[config.mk]
export PLATFORM = sky130hd
export DESIGN_NAME = protobuf_varint_field_parser
export DESIGN_NICKNAME = d
export VERILOG_FILES = /design/src/sv/pbvp_pkg.sv /design/src/sv/pbvp_core.sv /design/src/sv/pbvp_result_fifo.sv /design/src/sv/protobuf_varint_field_parser.sv
export VERILOG_INCLUDE_DIRS = /design/src /design/src/sv
export SDC_FILE = /design/constraint.sdc
export NUM_CORES = 1
export LEC_CHECK = 0
export BUFFER_PORTS_ARGS = -buffer_cell sky130_fd_sc_hd__buf_2
export CAP_MARGIN = 0
export CELL_PAD_IN_SITES_DETAIL_PLACEMENT = 2
export CELL_PAD_IN_SITES_GLOBAL_PLACEMENT = 2
export CORE_ASPECT_RATIO = 1.4
export CORE_UTILIZATION = 40
export CTS_CLUSTER_DIAMETER = 150
export CTS_CLUSTER_SIZE = 12
export DETAILED_ROUTE_END_ITERATION = 10
export MAX_ROUTING_LAYER = met4
export PLACE_DENSITY = 0.89
export SYNTH_ARGS = -nofsm -noshare
export SYNTH_HDL_FRONTEND = slang
export SYNTH_SLANG_ARGS = --single-unit
[constraint.sdc]
create_clock -name clk -period 6.2 [get_ports clk]
set_input_delay 0.31 -clock clk [delete_from_list [all_inputs] [get_ports clk]]
set_output_delay 0.31 -clock clk [all_outputs]
set_load 0.05 [all_outputs]
[src/sv/protobuf_varint_field_parser_defines.svh]
// Assertion macros shared by the varint field parser modules.
`ifndef PROTOBUF_VARINT_FIELD_PARSER_DEFINES_SVH
`define PROTOBUF_VARINT_FIELD_PARSER_DEFINES_SVH

// Check that cons holds in the same cycle as ante.
`define PBVP_ASSERT_SAME(label, clk, rst_n, ante, cons, msg) \
	label: assert property (@(posedge clk) disable iff (!rst_n) (ante) |-> (cons)) \
		else $error(msg);

// Check that cons holds in the cycle after ante.
`define PBVP_ASSERT_NEXT(label, clk, rst_n, ante, cons, msg) \
	label: assert property (@(posedge clk) disable iff (!rst_n) (ante) |=> (cons)) \
		else $error(msg);

// Check that expr holds at every clock edge out of reset.
`define PBVP_ASSERT_ALWAYS(label, clk, rst_n, expr, msg) \
	label: assert property (@(posedge clk) disable iff (!rst_n) (expr)) \
		else $error(msg);

`endif

[src/sv/pbvp_pkg.sv]
// Types and constants of the varint field parser.
`default_nettype none

package pbvp_pkg;

	localparam int unsigned RES_FIFO_DEPTH = 4;
	localparam int unsigned RES_PTR_W      = $clog2(RES_FIFO_DEPTH);
	localparam int unsigned RES_CNT_W      = $clog2(RES_FIFO_DEPTH + 1);

	localparam logic [3:0] VARINT_MAX_BYTES = 4'd10;

	localparam logic [2:0] WT_VARINT = 3'd0;
	localparam logic [2:0] WT_LEN    = 3'd2;

	localparam logic [1:0] KIND_FIELD     = 2'd0;
	localparam logic [1:0] KIND_END_CLEAN = 2'd1;
	localparam logic [1:0] KIND_END_STOP  = 2'd2;

	typedef enum logic [2:0] {
		PH_KEY     = 3'd0,
		PH_VALUE   = 3'd1,
		PH_LENGTH  = 3'd2,
		PH_SKIP    = 3'd3,
		PH_STOPPED = 3'd4
	} phase_t;

	typedef struct packed {
		logic [7:0] data_byte;
		logic       final_byte;
	} in_item_t;

	typedef struct packed {
		logic [1:0]  result_kind;
		logic [31:0] field_number;
		logic [63:0] field_value;
		logic        run_end;
	} out_item_t;

	// Results produced by one parsed byte: at most two, in order.
	typedef struct packed {
		logic      first_vld;
		logic      second_vld;
		out_item_t first;
		out_item_t second;
	} res_push_t;

endpackage

`default_nettype wire

[src/sv/pbvp_core.sv]
// Input register and byte-wise parse state of the varint field parser.
`default_nettype none
`include "protobuf_varint_field_parser_defines.svh"

module pbvp_core (
	input  wire logic              clk,
	input  wire logic              arst_n,
	input  wire logic              byte_valid,
	output logic                   byte_ready,
	input  wire pbvp_pkg::in_item_t byte_item,
	input  wire logic              room,
	output pbvp_pkg::res_push_t    push
);

	logic               vld_s1;
	pbvp_pkg::in_item_t item_s1;
	logic               advance;

	pbvp_pkg::phase_t phase_q, phase_d;
	logic [63:0]      acc_q, acc_d;
	logic [3:0]       cnt_q, cnt_d;
	logic [31:0]      field_q, field_d;
	logic [63:0]      skip_q, skip_d;

	logic [5:0]  shamt;
	logic [63:0] acc_or;
	logic [3:0]  cnt_inc;
	logic        fld_emit;
	logic        end_clean;
	logic        fin;

	pbvp_pkg::out_item_t field_res;
	pbvp_pkg::out_item_t end_res;

	assign advance    = vld_s1 && room;
	assign byte_ready = !vld_s1 || advance;
	assign fin        = item_s1.final_byte;

	always_ff @(posedge clk or negedge arst_n) begin
		if (!arst_n) begin
			vld_s1 <= 1'b0;
		end else if (byte_ready) begin
			vld_s1 <= byte_valid;
		end
	end

	always_ff @(posedge clk) begin
		if (byte_ready && byte_valid) begin
			item_s1 <= byte_item;
		end
	end

	// Place the seven payload bits at 7 * byte count; bits past 63 fall off.
	assign shamt   = 6'({3'b000, cnt_q} * 7'd7);
	assign acc_or  = acc_q | (64'(item_s1.data_byte[6:0]) << shamt);
	assign cnt_inc = cnt_q + 4'd1;

	always_comb begin
		phase_d  = phase_q;
		acc_d    = acc_q;
		cnt_d    = cnt_q;
		field_d  = field_q;
		skip_d   = skip_q;
		fld_emit = 1'b0;
		case (phase_q)
			pbvp_pkg::PH_KEY, pbvp_pkg::PH_VALUE, pbvp_pkg::PH_LENGTH: begin
				if (!item_s1.data_byte[7]) begin
					acc_d = '0;
					cnt_d = '0;
					case (phase_q)
						pbvp_pkg::PH_KEY: begin
							field_d = acc_or[34:3];
							case (acc_or[2:0])
								pbvp_pkg::WT_VARINT: phase_d = pbvp_pkg::PH_VALUE;
								pbvp_pkg::WT_LEN:    phase_d = pbvp_pkg::PH_LENGTH;
								default:             phase_d = pbvp_pkg::PH_STOPPED;
							endcase
						end
						pbvp_pkg::PH_VALUE: begin
							fld_emit = 1'b1;
							phase_d  = pbvp_pkg::PH_KEY;
						end
						default: begin
							skip_d  = acc_or;
							phase_d = (acc_or == 64'd0) ? pbvp_pkg::PH_KEY
							                            : pbvp_pkg::PH_SKIP;
						end
					endcase
				end else begin
					acc_d = acc_or;
					cnt_d = cnt_inc;
					if (cnt_inc >= pbvp_pkg::VARINT_MAX_BYTES) begin
						phase_d = pbvp_pkg::PH_STOPPED;
					end
				end
			end
			pbvp_pkg::PH_SKIP: begin
				skip_d = skip_q - 64'd1;
				if (skip_q == 64'd1) begin
					phase_d = pbvp_pkg::PH_KEY;
				end
			end
			default: begin
			end
		endcase

		end_clean = (phase_d == pbvp_pkg::PH_KEY) && (cnt_d == 4'd0);

		// Start afresh after the last byte of a message.
		if (fin) begin
			phase_d = pbvp_pkg::PH_KEY;
			acc_d   = '0;
			cnt_d   = '0;
			field_d = '0;
			skip_d  = '0;
		end
	end

	always_comb begin
		field_res.result_kind  = pbvp_pkg::KIND_FIELD;
		field_res.field_number = field_q;
		field_res.field_value  = acc_or;
		field_res.run_end      = !fin;

		end_res.result_kind  = end_clean ? pbvp_pkg::KIND_END_CLEAN : pbvp_pkg::KIND_END_STOP;
		end_res.field_number = '0;
		end_res.field_value  = '0;
		end_res.run_end      = 1'b1;

		push.first_vld  = advance && (fld_emit || fin);
		push.second_vld = advance && fld_emit && fin;
		push.first      = fld_emit ? field_res : end_res;
		push.second     = end_res;
	end

	always_ff @(posedge clk or negedge arst_n) begin
		if (!arst_n) begin
			phase_q <= pbvp_pkg::PH_KEY;
			acc_q   <= '0;
			cnt_q   <= '0;
			field_q <= '0;
			skip_q  <= '0;
		end else if (advance) begin
			phase_q <= phase_d;
			acc_q   <= acc_d;
			cnt_q   <= cnt_d;
			field_q <= field_d;
			skip_q  <= skip_d;
		end
	end

	`PBVP_ASSERT_NEXT(a_final_restarts, clk, arst_n, advance && fin, (phase_q == pbvp_pkg::PH_KEY) && (cnt_q == 4'd0) && (acc_q == 64'd0), "state not cleared after last byte")
	`PBVP_ASSERT_SAME(a_second_is_end, clk, arst_n, push.second_vld, push.first_vld && (push.first.result_kind == pbvp_pkg::KIND_FIELD) && push.second.run_end, "second result not an end after a field")
	`PBVP_ASSERT_SAME(a_blocked_holds, clk, arst_n, vld_s1 && !room, !byte_ready, "byte taken while results back up")

endmodule

`default_nettype wire

[src/sv/pbvp_result_fifo.sv]
// Small result queue: takes up to two results a cycle, gives one.
`default_nettype none
`include "protobuf_varint_field_parser_defines.svh"

module pbvp_result_fifo (
	input  wire logic                 clk,
	input  wire logic                 arst_n,
	input  wire pbvp_pkg::res_push_t  push,
	output logic                      room,
	output logic                      res_valid,
	input  wire logic                 res_ready,
	output pbvp_pkg::out_item_t       res_item
);

	pbvp_pkg::out_item_t mem_q [pbvp_pkg::RES_FIFO_DEPTH];

	logic [pbvp_pkg::RES_PTR_W-1:0] wr_ptr_q;
	logic [pbvp_pkg::RES_PTR_W-1:0] rd_ptr_q;
	logic [pbvp_pkg::RES_CNT_W-1:0] cnt_q;
	logic [pbvp_pkg::RES_PTR_W-1:0] wr_ptr_nxt;
	logic [pbvp_pkg::RES_CNT_W-1:0] n_push;
	logic                           pop;

	assign wr_ptr_nxt = wr_ptr_q + pbvp_pkg::RES_PTR_W'(1);
	assign n_push     = pbvp_pkg::RES_CNT_W'(push.first_vld) + pbvp_pkg::RES_CNT_W'(push.second_vld);
	assign res_valid  = (cnt_q != '0);
	assign pop        = res_valid && res_ready;
	assign res_item   = mem_q[rd_ptr_q];

	// Leave space for two results before taking another byte.
	assign room = (cnt_q <= pbvp_pkg::RES_CNT_W'(pbvp_pkg::RES_FIFO_DEPTH - 2));

	always_ff @(posedge clk) begin
		if (push.first_vld) begin
			mem_q[wr_ptr_q] <= push.first;
		end
		if (push.second_vld) begin
			mem_q[wr_ptr_nxt] <= push.second;
		end
	end

	always_ff @(posedge clk or negedge arst_n) begin
		if (!arst_n) begin
			wr_ptr_q <= '0;
			rd_ptr_q <= '0;
			cnt_q    <= '0;
		end else begin
			wr_ptr_q <= wr_ptr_q + n_push[pbvp_pkg::RES_PTR_W-1:0];
			if (pop) begin
				rd_ptr_q <= rd_ptr_q + pbvp_pkg::RES_PTR_W'(1);
			end
			cnt_q <= cnt_q + n_push - pbvp_pkg::RES_CNT_W'(pop);
		end
	end

	`PBVP_ASSERT_ALWAYS(a_cnt_bound, clk, arst_n, cnt_q <= pbvp_pkg::RES_CNT_W'(pbvp_pkg::RES_FIFO_DEPTH), "result queue count beyond depth")
	`PBVP_ASSERT_SAME(a_push_room, clk, arst_n, push.first_vld, room, "result pushed without room")
	`PBVP_ASSERT_NEXT(a_pop_drains, clk, arst_n, pop && !push.first_vld, cnt_q == $past(cnt_q) - pbvp_pkg::RES_CNT_W'(1), "pop did not drain one entry")

endmodule

`default_nettype wire

[src/sv/protobuf_varint_field_parser.sv]
// Top level of the protobuf wire-format varint field parser.
//
// Input channel byte_valid / byte_ready / byte_item carries one message byte
// per transfer, with final_byte set on the last byte of a message.
// Output channel res_valid / res_ready / res_item carries result items: a
// decoded varint field (kind 0), or the end of a message, clean (kind 1) or
// after a parse stop (kind 2). run_end marks the last result of a byte.
// A byte transfer lands in an input register; once the result queue has
// room it is parsed and its results are written into a four-entry result
// queue, whose head is offered on the output channel.
// One byte is taken every cycle while the queue has room. A byte that
// completes a value varint on the last byte of a message gives two
// results; the queue absorbs that, and bytes keep flowing while at most
// one result per byte is drained each cycle.
// When the receiver stalls, the queue fills and byte_ready drops once fewer
// than two free entries remain; nothing is lost or repeated.
// Reset empties the queue and input register and puts the parser at the
// start of a message, waiting for a key.
`default_nettype none

module protobuf_varint_field_parser (
	input  wire logic                 clk,
	input  wire logic                 arst_n,
	input  wire logic                 byte_valid,
	output logic                      byte_ready,
	input  wire pbvp_pkg::in_item_t   byte_item,
	output logic                      res_valid,
	input  wire logic                 res_ready,
	output pbvp_pkg::out_item_t       res_item
);

	pbvp_pkg::res_push_t push;
	logic                room;

	// Hold the byte, advance the parse state, emit up to two results.
	pbvp_core u_core (
		.clk        (clk),
		.arst_n     (arst_n),
		.byte_valid (byte_valid),
		.byte_ready (byte_ready),
		.byte_item  (byte_item),
		.room       (room),
		.push       (push)
	);

	// Queue results and drain them one transfer at a time.
	pbvp_result_fifo u_res_fifo (
		.clk       (clk),
		.arst_n    (arst_n),
		.push      (push),
		.room      (room),
		.res_valid (res_valid),
		.res_ready (res_ready),
		.res_item  (res_item)
	);

endmodule

`default_nettype wire

==> run metrics, run 1 <==
number of antenna violations at the first check in global routing 1; H-tree levels 2; Final Cycle Share 87.2%; post-DP HPWL 74900 um; Core ar. 63000 um2; Mean Syn Cell Area 9.47 um2; Die X 215 um; post-route insts no fill 3591; Final Setup Violations 0; FF-to-FF End u_res_fifo.mem_q[0][98]$_DFFE_PP_; Final Skew 0.0408 ns; kind of critical path flip-flop to flip-flop; Layout area overhead 11.9%; max-slew violation count 0; crit path max fanout 17; Post-Place Cell Area 26800 um2; Num CTS Buffers 54; Setup WS pre-CTS 0.923 ns; drt pass-1 iters 6; fin area 28500 um2; worst r2r src u_core.cnt_q[2]$_DFFE_PN0P_; startpoint types flip-flop; signal arrival time at the worst endpoint 5.75 ns; Synth Area in XOR/XNOR 0.412%; combinational family with the most area after synthesis compound AO/OA/AOI/OAI gates; Post-Synth Adder-Cell Area 1.08%; I/O pins 114; R2R setup slack 0.80 ns; Vias 23.7k; CTS root buf clkbuf_16; critical path capture point u_res_fifo.mem_q[0][98]$_DFFE_PP_; CTS tree done; final setup TNS 0 ns; vias per inst 6.60; Async S/R FF share, synth 30.2%; synthesized instance count 2691; drc violations 0; vias in the first global route 26.4k; GP Congestion 0.910; Synth Net Count 2723; largest net degree at the start of global routing 145; DR iter-0 viols 1781; Overflow after GRT 0; gr usage total 37.6%; Clk pin slew, worst setup/hold paths 0.08 ns; maximum VDD drop 0.000396 V; Worst EP required 6.54 ns; Synth Area in Simple Gates 14.4%; die height 301 um; Slew @ Worst Pin 1.28 ns; number of synthesized flops with an enable pin 17; Setup crit end kind flip-flop; Min-Delay Path Class input pin to flip-flop; Port Buffers 113; Mapped Area 25500 um2; Synth Area in Compound Gates 20.9%; pwr dens 442 nW/um2; final worst path period need 5.40 ns; Skew-Pair Late Insertion Delay 0.65 ns; worst setup path start u_core.cnt_q[2]$_DFFE_PN0P_; YS warnings 0; final hold vios 0; Total Nets Final 2755; Synth Flop Type dfxtp_1; Lkg Pwr 11.1 nW; number of synthesized register bits 580; WL final 118000 um; distinct cell type count after synthesis 82; maximum clock rate 185 MHz; # rows 109; # clock sinks 580; Bufs on Longest Clock Path 3; die area 64700 um2; proportion of synthesized area in mux cells 9.91%; sequential element share of the synthesized area 49.7%; ratio of cells with drive above 1 in the final layout 13.5%; DRT antenna net count 0; global-route wire length before repair 178000 um; unrepaired setup endpoints after global routing false; Rel. slew slack 14.3%; Final WS setup 0.796 ns; run status completed; Max-Cap Viols 0; placed cells 3488; DR WL/cell 33.0 um; initial core utilization 40.4%; post-CTS setup buffers 0; cell depth of the worst flop-to-flop path 14
==> kinds of logic after synthesis <==
group | count (synthesis)
xor+xnor | 12
simple gates | 837
mux | 121
compound gates | 886
buf+inv | 236
fa+ha+maj | 19
flops | 580
==> critical path, stage by stage, from the launching register on <==
cell     delay (ns)
dfrtp_1        0.47
inv_1          0.23
fa_1           0.44
inv_1          0.07
ha_1           0.17
inv_1          0.06
fa_1           0.94
nor3_1         0.17
a22o_1         0.29
a211o_1        0.47
mux2_2         0.36
or4_1          0.51
or4_4          0.54
o21ai_2        0.24
a21oi_1        0.15
==> flip-flops by register name, summed over array words and instances (netlist names), 2 cells and up <==
register,flops
u_res_fifo.mem_q,396
u_core.acc_q,64
u_core.skip_q,64
u_core.field_q,32
u_core.item_s1,8
u_core.cnt_q,4
u_core.phase_q,3
u_res_fifo.cnt_q,3
u_res_fifo.rd_ptr_q,2
u_res_fifo.wr_ptr_q,2
==> layer usage <==
metal | vias up | wire [um] | part of all wire (%) | track usage [%]
met4 | 0 | 8600 | 7.3 | 25.1
met1 | 12400 | 44400 | 38 | 41.7
met2 | 1023 | 59500 | 50 | 63.1
met3 | 431 | 5840 | 4.9 | 5.20
li1 | 9791 | - | - | -
met5 | - | 0 | 0 | -
==> cell usage in the layout, fill, tap and decap left out, types with 9 or more instances in the layout <==
cell	synthesis	final
edfxtp_1	17	17
and2_1	11	11
clkbuf_1	161	33
dfxtp_1	388	388
nor3_1	44	41
a22o_1	141	141
a31oi_1	42	42
nand2b_1	24	24
mux2_2	9	9
o21ai_0	434	433
nand2_1	401	399
buf_4	1	47
ha_1	14	14
xnor2_1	9	9
dlygate4sd3_1	0	11
or3_1	9	9
buf_2	5	112
inv_1	38	38
nand4_1	15	15
a21oi_1	174	172
nor4_1	34	34
dfrtp_1	175	173
nand3_1	28	26
nor2_1	219	214
and3_1	11	11
a22oi_1	10	10
clkbuf_16	0	56
mux4_2	102	102
==> power breakdown <==
part / internal [mW] / switching [mW]
Combinational: 1.30 / 3.72
Sequential: 3.97 / 0.359
Clock: 1.67 / 1.59
Total: 6.95 / 5.67
==> worst min-delay path by stage <==
stage | start | endpoint | slack (ns) | cells after the start
after floorplan | arst_n | u_core.acc_q[0]$_DFFE_PN0P_ | 0.01 | 0
after CTS | res_ready | u_res_fifo.rd_ptr_q[0]$_DFFE_PN0P_ | 0.08 | 3
after detailed placement | arst_n | u_core.cnt_q[0]$_DFFE_PN0P_ | 0.23 | 1
after global routing | res_ready | u_res_fifo.rd_ptr_q[0]$_DFFE_PN0P_ | 0.12 | 3
final | res_ready | u_res_fifo.rd_ptr_q[0]$_DFFE_PN0P_ | 0.11 | 3
after global placement | arst_n | u_core.cnt_q[0]$_DFFE_PN0P_ | 0.23 | 1
==> cell usage after synthesis, types with 6 or more instances <==
library cell,count,area (um2)
edfxtp_1,17,510
a21oi_1,174,871
mux4_2,102,2300
o211ai_1,7,52.6
nor2_1,219,822
nor3_1,44,220
mux2i_1,6,60.1
nand2b_1,24,150
inv_1,38,143
dfxtp_1,388,7770
a22oi_1,10,75.1
a31oi_1,42,263
or3_1,9,56.3
o21ai_0,434,2170
nand4_1,15,93.8
clkbuf_1,161,604
mux2_2,9,101
a22o_1,141,1230
and2_1,11,68.8
dfrtp_1,175,4380
nor4_1,34,213
nand2_1,401,1510
xnor2_1,9,78.8
a211oi_1,7,52.6
a21o_1,8,60.1
a211o_1,6,52.6
o22ai_1,6,37.5
ha_1,14,175
and3_1,11,68.8
nand3_1,28,140
buf_1,26,97.6
==> area by class of cell <==
| cell class | count | area, um2 |
|---|---|---|
| fill | 6558 | 34500 |
| sequential | 580 | 12700 |
| multi-input combinational | 1875 | 12000 |
| clock buffer | 89 | 1530 |
| timing repair buffer | 173 | 1080 |
| tap | 832 | 1040 |
| inverter | 39 | 146 |
| clock inverter | 2 | 38.8 |
| antenna | 1 | 2.50 |
==> repair_timing <==
| item | CTS | global route |
|---|---|---|
| endpoints found under the hold margin | 41 | 0 |
| resized for setup | 0 | 0 |
| hold buffers | 11 | 0 |
==> per-stage QoR <==
step	hold slack [ns]	total power, mW	util, %
finish	0.113	12.6	45.3
global route	0.119	13.0	45.3
CTS	0.0780	12.5	45.3
detailed placement	0.235	9.19	42.6
global placement	0.229	8.99	42.6
floorplan	0.0144	7.25	-
Power figures use the tool's default switching activity.
==> inputs of run 2 (changes only) <==
PLACE_DENSITY = default   (was 0.89)
PLACE_DENSITY_LB_ADDON = 0.1   (was default)
==> run 2 against run 1 <==
Die area is the same. Critical path depth shrank 1. Cell area grew 0.25%. Count of clock-buffer cells in the layout shrank 7. Sequential power shrank 1%. Utilization grew 0.11 points. Non-clock buffer count grew 13. Via count shrank 6.1%. Power shrank 2.0%.
==> run metrics, run 2 (synthesized netlist as in run 1, its figures left out) <==
Layout area overhead 12.2%; H-tree levels 2; largest net degree at the start of global routing 98; vias per inst 6.18; placed cells 3501; Worst EP required 6.54 ns; signal arrival time at the worst endpoint 5.41 ns; crit path max fanout 19; Setup WS pre-CTS 1.13 ns; most frequent cells in the layout o21ai_0, nand2_1, dfxtp_1; Min-Delay Path Class input pin to flip-flop; gr usage total 33.8%; number of antenna violations at the first check in global routing 2; # diodes 0; Bufs on Longest Clock Path 3; Final WS setup 1.13 ns; CTS tree done; die area 64700 um2; Port Buffers 113; Die X 215 um; vias in the first global route 24.7k; global-route wire length before repair 160000 um; Skew-Pair Late Insertion Delay 0.66 ns; startpoint types flip-flop; Power Total 12.4 mW; CTS root buf clkbuf_16; Final Cycle Share 81.7%; post-route insts no fill 3598; initial core utilization 40.4%; Vias 22.2k; commonest non-fill, non-tap cell in the layout o21ai_0; # clock sinks 580; pwr dens 432 nW/um2; maximum VDD drop 0.000250 V; final worst path period need 5.07 ns; Setup crit end kind flip-flop; DR iter-0 viols 1175; Core ar. 63000 um2; R2R setup slack 1.13 ns; unrepaired setup endpoints after global routing false; run status completed; ratio of cells with drive above 1 in the final layout 13.9%; post-cts resize count 0; WL final 106000 um; post-DP HPWL 72300 um; Final Skew 0.0452 ns; final setup TNS 0 ns; Rel. slew slack 18.0%; Lkg Pwr 11.2 nW; # rows 109; die height 301 um; final hold vios 0; Overflow after GRT 0; DRT antenna net count 0; Reg with most FFs u_res_fifo.mem_q; Total Nets Final 2768; fillers 6682; Num CTS Buffers 54; DR WL/cell 29.4 um; area used by multi-input combinational logic 12000 um2; Max-Cap Viols 0; max-slew violation count 0; Reg area 12700 um2; Slew @ Worst Pin 1.23 ns; drt pass-1 iters 5; Util after Layout 45.4%; GP Congestion 0.937; I/O pins 114; maximum clock rate 197 MHz; kind of critical path flip-flop to flip-flop; Clk pin slew, worst setup/hold paths 0.07 ns; drc violations 0; Final Setup Violations 0; max FFs per register 396; biggest regs u_res_fifo.mem_q (396), u_core.acc_q (64), u_core.skip_q (64)
run 2: power by group:
part           total (mW)  switching [mW]  internal [mW]
sequential           4.28           0.305           3.98
combinational        4.93            3.60           1.33
clock                3.15            1.53           1.62
total                12.4            5.43           6.93
run 2: cell type report:
type / instances / share of cell area [%]
Multi-Input combinational cell: 1875 / 42.1
Timing Repair Buffer: 186 / 4.11
Clock buffer: 82 / 5.09
Sequential cell: 580 / 44.3
Inverter: 39 / 0.512
Clock inverter: 4 / 0.276
Tap cell: 832 / 3.64
run 2: final timing paths:
| check | startpoint | to | depth (start not counted) |
|---|---|---|---|
| worst max-delay path | u_core.cnt_q[1]$_DFFE_PN0P_ | u_res_fifo.mem_q[2][98]$_DFFE_PP_ | 13 |
| min in group asynchronous | arst_n | u_core.field_q[1]$_DFFE_PN0P_ | 2 |
| worst min register to register | u_res_fifo.mem_q[2][53]$_SDFFE_PP0P_ | u_res_fifo.mem_q[2][53]$_SDFFE_PP0P_ | 2 |
| worst max register to register | u_core.cnt_q[1]$_DFFE_PN0P_ | u_res_fifo.mem_q[2][98]$_DFFE_PP_ | 13 |
| worst min-delay path | res_ready | u_res_fifo.rd_ptr_q[0]$_DFFE_PN0P_ | 3 |
| max in group asynchronous | arst_n | u_core.cnt_q[1]$_DFFE_PN0P_ | 3 |
run 2: stage by stage:
step | hold slack [ns] | area, um2
floorplan | 0.0144 | 25500
global placement | 0.410 | 26900
detailed placement | 0.421 | 26900
CTS | 0.0308 | 28600
global route | 0.0539 | 28600
finish | 0.0577 | 28600
run 2: worst max-delay path, cell delays in order, from the launching register on:
cell      delay [ns]
dfrtp_1         0.48
inv_1           0.15
fa_1            0.52
inv_1           0.04
ha_1            0.69
buf_4           0.30
mux2_2          0.36
mux4_2          0.52
a41oi_2         0.35
o221ai_1        0.20
nor4_1          0.39
nand4_1         0.35
o21ai_2         0.31
a21oi_1         0.11
run 2: metal layers:
metal	global-route usage [%]	up-vias	routed length, um
met3	3.31	227	3320
met4	15.6	0	5300
li1	-	9804	-
met5	-	-	0
met1	39.1	11700	42900
met2	59.1	522	54200
run 2: what timing repair did:
action	CTS	global route
endpoints found under the hold margin	79	0
hold buffers	11	0
setup buffers	0	0
